## src/hw/rtl/lkvc_pkg.sv

```systemverilog
// lkvc_pkg: shared types and constants for the lru key-value cache
// no dependencies; imported by the top, lkvc_ctrl and lkvc_datapath, but not by lkvc_ram
package lkvc_pkg;

    localparam int LKVC_ENTRIES     = 16;
    localparam int LKVC_VALUE_WIDTH = 64;

    localparam int KEY_W  = 32;
    localparam int DATA_W = 64;
    localparam int CAP_W  = 5;

    localparam logic [CAP_W-1:0] CAP_RESET = 5'd16;

    localparam logic CMD_GET = 1'b0;
    localparam logic CMD_PUT = 1'b1;

    typedef struct packed {
        logic                    command;
        logic signed [KEY_W-1:0] key;
        logic [DATA_W-1:0]       write_value;
    } t_in_item;

    typedef struct packed {
        logic              hit;
        logic [DATA_W-1:0] read_value;
    } t_out_item;

    // controller to datapath
    typedef struct packed {
        logic cfg_write;
        logic load_in;
        logic lookup;
        logic commit;
    } t_dp_cmd;

endpackage

```

## src/hw/rtl/lru_key_value_cache.sv

```systemverilog
// lru_key_value_cache: fully associative key-value cache, lru replacement
// flow: a transaction is latched, then looked up (key match + ram read), then written back,
// which registers the result; a new transaction is accepted during that writeback
// a stalled result holds the writeback; no transaction is accepted while it waits
// reset: valid bits, ranks and count cleared, capacity set to 16; keys and
// values are not cleared
module lru_key_value_cache
    import lkvc_pkg::*;
#(
    parameter int ENTRIES     = LKVC_ENTRIES,
    parameter int VALUE_WIDTH = LKVC_VALUE_WIDTH
) (
    input  logic             i_clk,
    input  logic             i_rst_n,
    input  logic             i_in_valid,
    output logic             o_in_ready,
    input  t_in_item         i_in_data,
    output logic             o_out_valid,
    input  logic             i_out_ready,
    output t_out_item        o_out_data,
    input  logic             i_cfg_valid,
    output logic             o_cfg_ready,
    input  logic [CAP_W-1:0] i_cfg_data
);

    t_dp_cmd dp_cmd;

    lkvc_ctrl u_ctrl (
        .i_clk       (i_clk),
        .i_rst_n     (i_rst_n),
        .i_in_valid  (i_in_valid),
        .o_in_ready  (o_in_ready),
        .o_out_valid (o_out_valid),
        .i_out_ready (i_out_ready),
        .i_cfg_valid (i_cfg_valid),
        .o_cfg_ready (o_cfg_ready),
        .o_cmd       (dp_cmd)
    );

    lkvc_datapath #(
        .ENTRIES     (ENTRIES),
        .VALUE_WIDTH (VALUE_WIDTH)
    ) u_datapath (
        .i_clk      (i_clk),
        .i_rst_n    (i_rst_n),
        .i_cmd      (dp_cmd),
        .i_cfg_data (i_cfg_data),
        .i_in       (i_in_data),
        .o_out      (o_out_data)
    );

    a_accept_then_lookup: assert property (@(posedge i_clk) disable iff (!i_rst_n)
        (i_in_valid && o_in_ready) |=> dp_cmd.lookup)
        else $error("accepted transaction not followed by lookup");

    a_no_accept_in_lookup: assert property (@(posedge i_clk) disable iff (!i_rst_n)
        dp_cmd.lookup |-> (!o_in_ready && !dp_cmd.commit))
        else $error("accept or writeback during lookup");

    a_commit_slot_free: assert property (@(posedge i_clk) disable iff (!i_rst_n)
        dp_cmd.commit |-> (!o_out_valid || i_out_ready))
        else $error("writeback over an untaken result");

    a_commit_gives_result: assert property (@(posedge i_clk) disable iff (!i_rst_n)
        dp_cmd.commit |=> o_out_valid)
        else $error("writeback without result");

endmodule

```

## src/hw/rtl/lkvc_ram.sv

```systemverilog
// lkvc_ram: generic one-write one-read ram with registered read data
// depends on nothing
module lkvc_ram #(
    parameter int WIDTH = 64,
    parameter int DEPTH = 16
) (
    input  logic                                   i_clk,
    input  logic                                   i_wr_en,
    input  logic [((DEPTH > 1) ? $clog2(DEPTH) : 1)-1:0] i_wr_addr,
    input  logic [WIDTH-1:0]                       i_wr_data,
    input  logic                                   i_rd_en,
    input  logic [((DEPTH > 1) ? $clog2(DEPTH) : 1)-1:0] i_rd_addr,
    output logic [WIDTH-1:0]                       o_rd_data
);

    logic [WIDTH-1:0] r_mem [DEPTH];
    logic [WIDTH-1:0] r_rd_data;

    always_ff @(posedge i_clk) begin
        if (i_wr_en) begin
            r_mem[i_wr_addr] <= i_wr_data;
        end
        if (i_rd_en) begin
            r_rd_data <= r_mem[i_rd_addr];
        end
    end

    assign o_rd_data = r_rd_data;

endmodule

```

## src/hw/rtl/lkvc_ctrl.sv

```systemverilog
// lkvc_ctrl: sequencer for the cache (accept, lookup, writeback/result)
// depends on lkvc_pkg
module lkvc_ctrl
    import lkvc_pkg::*;
(
    input  logic    i_clk,
    input  logic    i_rst_n,
    input  logic    i_in_valid,
    output logic    o_in_ready,
    output logic    o_out_valid,
    input  logic    i_out_ready,
    input  logic    i_cfg_valid,
    output logic    o_cfg_ready,
    output t_dp_cmd o_cmd
);

    typedef enum logic [2:0] {
        ST_IDLE   = 3'b001,
        ST_LOOKUP = 3'b010,
        ST_UPDATE = 3'b100
    } t_state;

    t_state r_state, n_state;
    logic   r_out_valid, n_out_valid;
    logic   can_finish;
    logic   in_ready;

    assign can_finish = !r_out_valid || i_out_ready;
    assign in_ready   = (r_state == ST_IDLE) || ((r_state == ST_UPDATE) && can_finish);

    always_comb begin
        n_state = r_state;
        case (r_state)
            ST_IDLE: begin
                if (i_in_valid) n_state = ST_LOOKUP;
            end
            ST_LOOKUP: begin
                n_state = ST_UPDATE;
            end
            ST_UPDATE: begin
                if (can_finish) n_state = i_in_valid ? ST_LOOKUP : ST_IDLE;
            end
            default: begin
                n_state = ST_IDLE;
            end
        endcase
    end

    // result register frees when taken, refills on writeback
    always_comb begin
        n_out_valid = r_out_valid;
        if (i_out_ready) n_out_valid = 1'b0;
        if ((r_state == ST_UPDATE) && can_finish) n_out_valid = 1'b1;
    end

    always_ff @(posedge i_clk) begin
        if (!i_rst_n) begin
            r_state     <= ST_IDLE;
            r_out_valid <= 1'b0;
        end else begin
            r_state     <= n_state;
            r_out_valid <= n_out_valid;
        end
    end

    assign o_in_ready      = in_ready;
    assign o_out_valid     = r_out_valid;
    assign o_cfg_ready     = 1'b1;
    assign o_cmd.cfg_write = i_cfg_valid;
    assign o_cmd.load_in   = i_in_valid && in_ready;
    assign o_cmd.lookup    = (r_state == ST_LOOKUP);
    assign o_cmd.commit    = (r_state == ST_UPDATE) && can_finish;

endmodule

```

## src/hw/rtl/lkvc_datapath.sv

```systemverilog
// lkvc_datapath: entry keys, ages, valid bits, parallel match, value ram
// depends on lkvc_pkg and lkvc_ram
module lkvc_datapath
    import lkvc_pkg::*;
#(
    parameter int ENTRIES     = LKVC_ENTRIES,
    parameter int VALUE_WIDTH = LKVC_VALUE_WIDTH
) (
    input  logic             i_clk,
    input  logic             i_rst_n,
    input  t_dp_cmd          i_cmd,
    input  logic [CAP_W-1:0] i_cfg_data,
    input  t_in_item         i_in,
    output t_out_item        o_out
);

    localparam int IDX_W = (ENTRIES > 1) ? $clog2(ENTRIES) : 1;
    localparam int CNT_W = $clog2(ENTRIES + 1);
    localparam int CMP_W = (CNT_W > CAP_W) ? CNT_W : CAP_W;

    // latched transaction
    logic                   r_cmd;
    logic [KEY_W-1:0]       r_key;
    logic [VALUE_WIDTH-1:0] r_wval;

    // entry state
    logic [ENTRIES-1:0] r_valid, n_valid;
    logic [KEY_W-1:0]   r_entry_key [ENTRIES];
    logic [IDX_W-1:0]   r_age [ENTRIES];
    logic [IDX_W-1:0]   n_age [ENTRIES];
    logic [CNT_W-1:0]   r_count, n_count;
    logic [CAP_W-1:0]   r_capacity;

    // lookup results
    logic             r_hit;
    logic             r_fill;
    logic             r_evict;
    logic [IDX_W-1:0] r_match_idx;
    logic [IDX_W-1:0] r_match_age;
    logic [IDX_W-1:0] r_slot_idx;
    logic [IDX_W-1:0] r_victim_idx;

    t_out_item r_out;

    logic [ENTRIES-1:0]     match_vec;
    logic [ENTRIES-1:0]     victim_vec;
    logic [ENTRIES-1:0]     free_vec;
    logic                   any_match;
    logic [IDX_W-1:0]       match_idx;
    logic [IDX_W-1:0]       victim_idx;
    logic [IDX_W-1:0]       slot_idx;
    logic [IDX_W-1:0]       oldest_age;
    logic [CMP_W-1:0]       cap_eff;
    logic                   need_evict;
    logic                   ram_wr_en;
    logic [IDX_W-1:0]       ram_wr_addr;
    logic [VALUE_WIDTH-1:0] ram_rd_data;

    // capacity clamped to 1..ENTRIES
    always_comb begin
        cap_eff = CMP_W'(r_capacity);
        if (cap_eff == '0) cap_eff = CMP_W'(1);
        if (cap_eff > CMP_W'(ENTRIES)) cap_eff = CMP_W'(ENTRIES);
    end

    assign need_evict = (CMP_W'(r_count) >= cap_eff);
    assign oldest_age = IDX_W'(r_count - 1'b1);

    always_comb begin
        for (int i = 0; i < ENTRIES; i++) begin
            match_vec[i]  = r_valid[i] && (r_entry_key[i] == r_key);
            victim_vec[i] = r_valid[i] && need_evict && (r_age[i] == oldest_age);
        end
        free_vec = ~r_valid | victim_vec;
    end

    // lowest set index of each vector
    always_comb begin
        match_idx  = '0;
        victim_idx = '0;
        slot_idx   = '0;
        for (int i = ENTRIES - 1; i >= 0; i--) begin
            if (match_vec[i])  match_idx  = IDX_W'(i);
            if (victim_vec[i]) victim_idx = IDX_W'(i);
            if (free_vec[i])   slot_idx   = IDX_W'(i);
        end
    end

    assign any_match = |match_vec;

    // writeback of recency ranks, valid bits and count
    always_comb begin
        n_valid = r_valid;
        n_count = r_count;
        for (int i = 0; i < ENTRIES; i++) begin
            n_age[i] = r_age[i];
        end
        if (i_cmd.commit) begin
            if (r_hit) begin
                for (int i = 0; i < ENTRIES; i++) begin
                    if (IDX_W'(i) == r_match_idx) begin
                        n_age[i] = '0;
                    end else if (r_valid[i] && (r_age[i] < r_match_age)) begin
                        n_age[i] = r_age[i] + 1'b1;
                    end
                end
            end else if (r_fill) begin
                for (int i = 0; i < ENTRIES; i++) begin
                    if (IDX_W'(i) == r_slot_idx) begin
                        n_valid[i] = 1'b1;
                        n_age[i]   = '0;
                    end else if (r_evict && (IDX_W'(i) == r_victim_idx)) begin
                        n_valid[i] = 1'b0;
                        n_age[i]   = '0;
                    end else if (r_valid[i]) begin
                        n_age[i] = r_age[i] + 1'b1;
                    end
                end
                if (!r_evict) n_count = r_count + 1'b1;
            end
        end
    end

    always_ff @(posedge i_clk) begin
        if (!i_rst_n) begin
            r_valid    <= '0;
            r_count    <= '0;
            r_capacity <= CAP_RESET;
            for (int i = 0; i < ENTRIES; i++) begin
                r_age[i] <= '0;
            end
        end else begin
            r_valid <= n_valid;
            r_count <= n_count;
            for (int i = 0; i < ENTRIES; i++) begin
                r_age[i] <= n_age[i];
            end
            if (i_cmd.cfg_write) r_capacity <= i_cfg_data;
        end
    end

    always_ff @(posedge i_clk) begin
        if (i_cmd.load_in) begin
            r_cmd  <= i_in.command;
            r_key  <= i_in.key;
            r_wval <= i_in.write_value[VALUE_WIDTH-1:0];
        end
        if (i_cmd.lookup) begin
            r_hit        <= any_match;
            r_fill       <= (r_cmd == CMD_PUT) && !any_match;
            r_evict      <= (r_cmd == CMD_PUT) && !any_match && need_evict;
            r_match_idx  <= match_idx;
            r_match_age  <= r_age[match_idx];
            r_slot_idx   <= slot_idx;
            r_victim_idx <= victim_idx;
        end
        if (i_cmd.commit && r_fill) begin
            r_entry_key[r_slot_idx] <= r_key;
        end
        if (i_cmd.commit) begin
            r_out.hit        <= r_hit;
            r_out.read_value <= (r_hit && (r_cmd == CMD_GET)) ? DATA_W'(ram_rd_data) : '0;
        end
    end

    assign ram_wr_en   = i_cmd.commit && (r_cmd == CMD_PUT);
    assign ram_wr_addr = r_hit ? r_match_idx : r_slot_idx;

    lkvc_ram #(
        .WIDTH (VALUE_WIDTH),
        .DEPTH (ENTRIES)
    ) u_value_ram (
        .i_clk     (i_clk),
        .i_wr_en   (ram_wr_en),
        .i_wr_addr (ram_wr_addr),
        .i_wr_data (r_wval),
        .i_rd_en   (i_cmd.lookup),
        .i_rd_addr (match_idx),
        .o_rd_data (ram_rd_data)
    );

    assign o_out = r_out;

endmodule

```

## config.mk

```make
export PLATFORM = sky130hd
export DESIGN_NAME = lru_key_value_cache
export DESIGN_NICKNAME = d
export VERILOG_FILES = /design/src/hw/rtl/lkvc_pkg.sv /design/src/hw/rtl/lru_key_value_cache.sv /design/src/hw/rtl/lkvc_ram.sv /design/src/hw/rtl/lkvc_ctrl.sv /design/src/hw/rtl/lkvc_datapath.sv
export SDC_FILE = /design/constraint.sdc
export NUM_CORES = 2
export LEC_CHECK = 0
export BUFFER_PORTS_ARGS = -buffer_cell sky130_fd_sc_hd__clkbuf_2
export CAP_MARGIN = 15
export CORE_MARGIN = 2
export CORE_UTILIZATION = 55
export DETAILED_ROUTE_END_ITERATION = 8
export GPL_ROUTABILITY_DRIVEN = 0
export PLACE_DENSITY = 0.67
export SLEW_MARGIN = 15
export SYNTH_ARGS = -nofsm -noshare
export SYNTH_HDL_FRONTEND = slang
export SYNTH_SLANG_ARGS = --single-unit
```

## constraint.sdc

```tcl
create_clock -name i_clk -period 20.4 [get_ports i_clk]
set_input_delay 2.04 -clock i_clk [delete_from_list [all_inputs] [get_ports i_clk]]
set_output_delay 2.04 -clock i_clk [all_outputs]
set_load 0.02 [all_outputs]
```

# Word-level counts from Yosys, hierarchy flattened
# Memories as Yosys holds them, arrays and structs flattened. A register that Yosys moved wholly into a read port is not among the register bits.
# Cells that the tools add are included.
# totals
reg_bits	207
ram_bits	1600
word_cells	508
n_memories	3
# mem_list
memory	depth	word_bits	rd	rd_clocked_by_memory_dff	wr	line	rtl
u_datapath.u_value_ram.r_mem	16	64	1	1	1	lkvc_ram.sv:16	logic [WIDTH-1:0] r_mem [DEPTH];
u_datapath.r_entry_key	16	32	16	0	1	lkvc_datapath.sv:28	logic [KEY_W-1:0] r_entry_key [ENTRIES];
u_datapath.r_age	16	4	17	1	16	lkvc_datapath.sv:29	logic [IDX_W-1:0] r_age [ENTRIES];
# classes
addsub	18
n_lt_le_gt_ge	18
eq_ne	82
mux	192
bitwise	21
reduce_logical	137
# ops
operator	n
two-way mux 4 bit	129
== test 32 bit	16
two-way mux 64 bit	3
== test 4 bit, first input constant	24
logical AND 1 bit	87
AND reduction 4 bit	17
adder 4 x 1 -> 4 bit, second input constant	16
== test 4 bit	16
less-than comparator 4 bit	16
== test 3 x 4 -> 1 bit, first input constant	12
two-way mux 1 bit	42
nonzero test 2 bit	17
two-way mux 3 bit	10
== test 2 x 4 -> 1 bit, first input constant	6
inverter 16 bit	1
OR 1 bit	16
OR 16 bit	1
OR reduction 16 bit	1
OR reduction 8 bit	2
== test 1 x 4 -> 1 bit, first input constant	3
logical NOT 4 bit	3
two-way mux 2 bit	5
two-way mux 5 bit	2
one-hot mux 3 bit (3 select lines)	1
16 further kinds	22

# Logic depth before layout (Yosys ltp)
# logic_depth
depth_word	23
ltp_mapped	16
mapped_depth_nobuf	15

# Hierarchy
# From an unflattened synthesis, not the netlist that was laid out.
# hier_totals
hier_cells	4509
hier_area_um2	77508.1
# modules_own_cells
mod	n_inst	cells_each	area_each_um2
lkvc_ram	1	1647	40222.3
lkvc_datapath	1	2836	37021.8
lkvc_ctrl	1	26	264.0

# Least setup slack after synthesis
# Ideal clock, no wire load.
# synth_timing
path_kind	input to register
startpoint	in i_out_ready
endpoint	mem u_datapath.r_entry_key[3][0], enable pin
arrival_time_ns	11.180
required_ns	19.898
setup_slack_ns	8.718
path_stages	6
path_buffers	2
cell_sequence	nor2b_1 nor3_1 nand2_1 clkbuf_1 clkbuf_1 nor4_1
# synth_rtl
item	line	rtl
from (decl)	lru_key_value_cache.sv:19	input logic i_out_ready,
to (decl)	lkvc_datapath.sv:28	

# Worst setup path in the final report
# layout_timing
startpoint	reg u_datapath.r_key[31]
endpoint	reg u_datapath.u_value_ram.r_rd_data[27] (netlist: u_datapath.u_value_ram.o_rd_data[27]), read port of u_datapath.u_value_ram.r_mem (data pin)
# layout_between
elab_chain_cells	18
# layout_rtl
item	line	rtl
from (decl)	lkvc_datapath.sv:23	logic [KEY_W-1:0] r_key;
from (signal assigned)	lkvc_datapath.sv:145	r_key <= i_in.key;
== test 32 bit	lkvc_datapath.sv:71	match_vec[i] = r_valid[i] && (r_entry_key[i] == r_key);
logical AND 1 bit	lkvc_datapath.sv:71	
two-way mux 4 bit (15 in a row)	lkvc_datapath.sv:83	if (match_vec[i]) match_idx = IDX_W'(i);
two-way mux 4 bit (*)	lkvc_datapath.sv:83	
to (decl)	lkvc_ram.sv:17	logic [WIDTH-1:0] r_rd_data;
# Mark *: on every way between the ends. The rest lies on a longest branch, timed or not.
# A chain may end at the register's enable or synchronous reset.

==> impl_metrics.yaml <==
yosys:
  synth-main-ff-cell: "edfxtp_1"
  syn_inst: 5012
  synthArstFlopShare: 0
  yosys_warnings: 0
  synth.distinct_cells: 68
  avgSynthCellArea_um2: 16.0
  synth_edf_count: 1781
  syn-num-nets: 5190
  syn-cell-area_um2: 80000
  yosysSeqAreaShare: 0.692
  synth-seq-cells: 1875
setup_path:
  r2r-end: "u_datapath.u_value_ram.o_rd_data[27]"
  crit_path_start: "u_datapath.r_key[31]"
  reg2reg_depth: 16
  cp-start-kind: "flip-flop"
  crit_path_end: "u_datapath.u_value_ram.o_rd_data[27]"
  required_ns: 20.91
  crit_type: "reg -> reg"
  cp_max_fo: 147
  cp.arrival_ns: 8.27
  endpoint_kind: "flip-flop"
  reg2reg_slack_ns: 12.64
  r2r_start: "u_datapath.r_key[31]"
drt:
  vias_per_cell: 5.90
  num_vias: 43192
  wire_per_inst_um: 25.7
  drt-initial-drc-count: 3833
  finalWirelength_um: 188000
  dr.pass1.iters: 8
  ant_nets: 0
  drcViolationCount: 0
sta:
  rsz0062_at_grt: "false"
  worst_slack_ns: 12.64
  clock_skew_ns: 0.0568
  relSlewSlack: 0.205
  setup_viol: 0
  worst_slew_pin_slew_ns: 1.19
  whs_ns: 0.503
  report.final.slew_viol_count: 0
  fin_crit_sh: 0.381
  max_freq_ghz: 0.129
  layout_min_cycle_time_ns: 7.76
  fin_tns_setup_ns: 0
  hold_violations: 0
place:
  place_hpwl_um: 103000
  io_buffer_count: 173
  placed_area_um2: 83100
  pre_cts_slack_ns: 12.67
pwr:
  p_leak_nw: 30.0
  peakVddDrop_v: 0.0000800
  p_per_area_nw_per_um2: 88.6
  finalPower_mw: 7.91
floorplan:
  start_util: 0.556
  rows: 139
  fp.dieW_um: 385
  die_area_um2: 149000
  coreArea_um2: 144000
  die_y_um: 385
  io_pins: 175
global_routing:
  grt.total_usage: 0.252
  antenna_found_initial: 7
  grt_pass1_wl_um: 276000
  grt_max_degree: 148
  grt_use_met1: 0.354
  grt_use_met2: 0.414
  use_met3: 0.0359
  grt_pass1_vias: 42653
  busiest_layer: "met2"
  gr-total-overflow: 0
clocking:
  cts_made_buffers: 190
  cts_resized: 0
  cts.clk_slew.worst_paths_ns: 0.06
  clock_latency_ns: 0.82
  ctsHoldBuffers: 0
  htreeDepth: 4
  post-cts-setup-buffers: 0
  cts_buffer_depth: 3
  cts_tree: "built"
  cts-root-buf: "clkbuf_16"
  clock-sinks: 1875
cells_and_area:
  synthToLayoutAreaGrowth_pct: 11.5
  post-route-cell-area_um2: 89200
  drive_above_1_share: 0.110
  final_nets: 5438
flow_run:
  maxCapViolations: 0
status:
  status: "completed"
min_path:
  hold_class: "reg -> reg"
[sequential cells by signal, indices dropped and copies added, names as in the netlist, 3 cells and up]
signal	count
u_datapath.r_valid	16
u_datapath.r_count	5
u_datapath.r_match_idx	4
u_datapath.r_victim_idx	4
u_datapath.r_entry_key	512
u_datapath.u_value_ram.r_mem	1024
u_datapath.r_capacity	5
u_datapath.r_key	32
u_datapath.r_wval	64
u_datapath.r_match_age	4
u_datapath.u_value_ram.o_rd_data	64
u_datapath.r_slot_idx	4
u_ctrl.r_state	3
u_datapath.r_age	64
u_datapath.o_out	65
[power by group]
part           switching (mW)  total, mW  internal, mW
Clock                    1.43       3.42          1.98
Sequential             0.0370       4.28          4.24
Combinational           0.153      0.213        0.0595
[per-stage QoR]
stage / utilization / std cells
after floorplan: - / 5012
after global placement: 0.577 / 6968
after detailed placement: 0.577 / 6968
after CTS: 0.619 / 7316
after global routing: 0.620 / 7319
final: 0.620 / 7320
[cells by family after synthesis]
family,count (synthesis),synth area share
simple gates,920,0.0633
fa+ha+maj,71,0.0111
xor+xnor,608,0.0668
flops,1875,0.692
other cells,1,0.0000469
buf+inv,266,0.0182
compound gates,236,0.0192
mux,1035,0.129
[metal layers]
| metal | up-vias | routed length [um] |
|---|---|---|
| met5 | - | 15 |
| met4 | 2 | 4290 |
| met3 | 281 | 10900 |
| met2 | 1458 | 90800 |
| met1 | 21863 | 81800 |
| li1 | 19588 | - |
[worst max-delay path, stage by stage, from the launching register on]
cell and delay, ns:
edfxtp_1 0.32, buf_4 0.51, xor2_1 0.20, nor4_1 0.35, nand4_1 0.12, or4_1 0.63
nand4_1 0.23, a31oi_2 0.15, nor2_4 0.82, buf_4 0.63, buf_12 0.72, buf_4 0.82
buf_4 0.94, mux2i_1 0.29, mux2i_1 0.09, mux2i_1 0.16, mux2i_1 0.09
[placed cells by master (no fill, tap or decap), drive strengths merged, types with 5 or more instances in the layout]
cell and count:
nand2b 44, bufinv 18, edfxtp 1781, xnor2 172
nand3b 7, nor4 161, a31oi 8, dfxtp 94
o21ai 52, and2 83, or4 19, nand4b 14
nand4 92, mux2i 1035, clkinv 73, a21o 34
or3b 5, nand3 61, nor2b 41, nor2 112
or3 5, ha 71, and3 10, nand2 160
clkbuf 422, o211ai 11, a21boi 25, a21oi 55
nor3 75, a22oi 6, nor3b 11, inv 40
xor2 436, o22ai 11, nor4b 11, buf 113
[Yosys cell counts (4+ instances only)]
cell type | n | share of area
xnor2_1 | 169 | 0.018
edfxtp_1 | 1781 | 0.67
a21oi_1 | 55 | 0.0034
a22oi_1 | 6 | 0.00056
nor2b_1 | 41 | 0.0032
nor4_1 | 158 | 0.012
ha_1 | 71 | 0.011
o22ai_1 | 11 | 0.00086
nand2_1 | 160 | 0.0075
nand3_1 | 61 | 0.0038
dfxtp_1 | 94 | 0.024
o211ai_1 | 11 | 0.0010
buf_1 | 5 | 0.00023
nor2_1 | 111 | 0.0052
and2_1 | 82 | 0.0064
nor4b_1 | 11 | 0.0012
o21ai_0 | 49 | 0.0031
buf_6 | 32 | 0.0045
nand3b_1 | 7 | 0.00066
or4_1 | 19 | 0.0018
xor2_1 | 436 | 0.048
and3_1 | 10 | 0.00078
or3_1 | 5 | 0.00039
inv_1 | 36 | 0.0017
a21o_1 | 34 | 0.0032
or3b_2 | 4 | 0.00044
buf_4 | 15 | 0.0014
nand2b_1 | 44 | 0.0034
a31oi_1 | 7 | 0.00055
nor3b_1 | 11 | 0.0010
nor3_1 | 75 | 0.0047
buf_2 | 132 | 0.0083
mux2i_1 | 1035 | 0.13
nand4b_1 | 14 | 0.0015
clkbuf_1 | 46 | 0.0022
a311oi_1 | 4 | 0.00044
nand4_1 | 92 | 0.0072
a21boi_0 | 25 | 0.0023
[how the worst min path moves through the flow]
stage | startpoint | to | slack [ns] | cells after the start
floorplan | u_datapath.r_capacity[0] | u_datapath.r_capacity[0] | 0.48 | 2
global placement | u_datapath.u_value_ram.o_rd_data[17] | u_datapath.o_out[17] | 0.50 | 1
detailed placement | u_datapath.u_value_ram.o_rd_data[5] | u_datapath.o_out[5] | 0.50 | 1
CTS | u_datapath.u_value_ram.o_rd_data[17] | u_datapath.o_out[17] | 0.52 | 1
global route | u_datapath.u_value_ram.o_rd_data[17] | u_datapath.o_out[17] | 0.54 | 1
finish | u_datapath.u_value_ram.o_rd_data[5] | u_datapath.o_out[5] | 0.50 | 1
[area by class of cell]
type | count | area, um^2
antenna | 1 | 2.50
multi-input combinational | 2871 | 23400
fill | 10597 | 54800
clock inverter | 99 | 1020
tap | 1903 | 2380
timing repair buffer | 286 | 1820
inverter | 36 | 135
sequential | 1875 | 55400
clock buffer | 249 | 5100
Note: power is estimated with default switching activity, not from simulation.
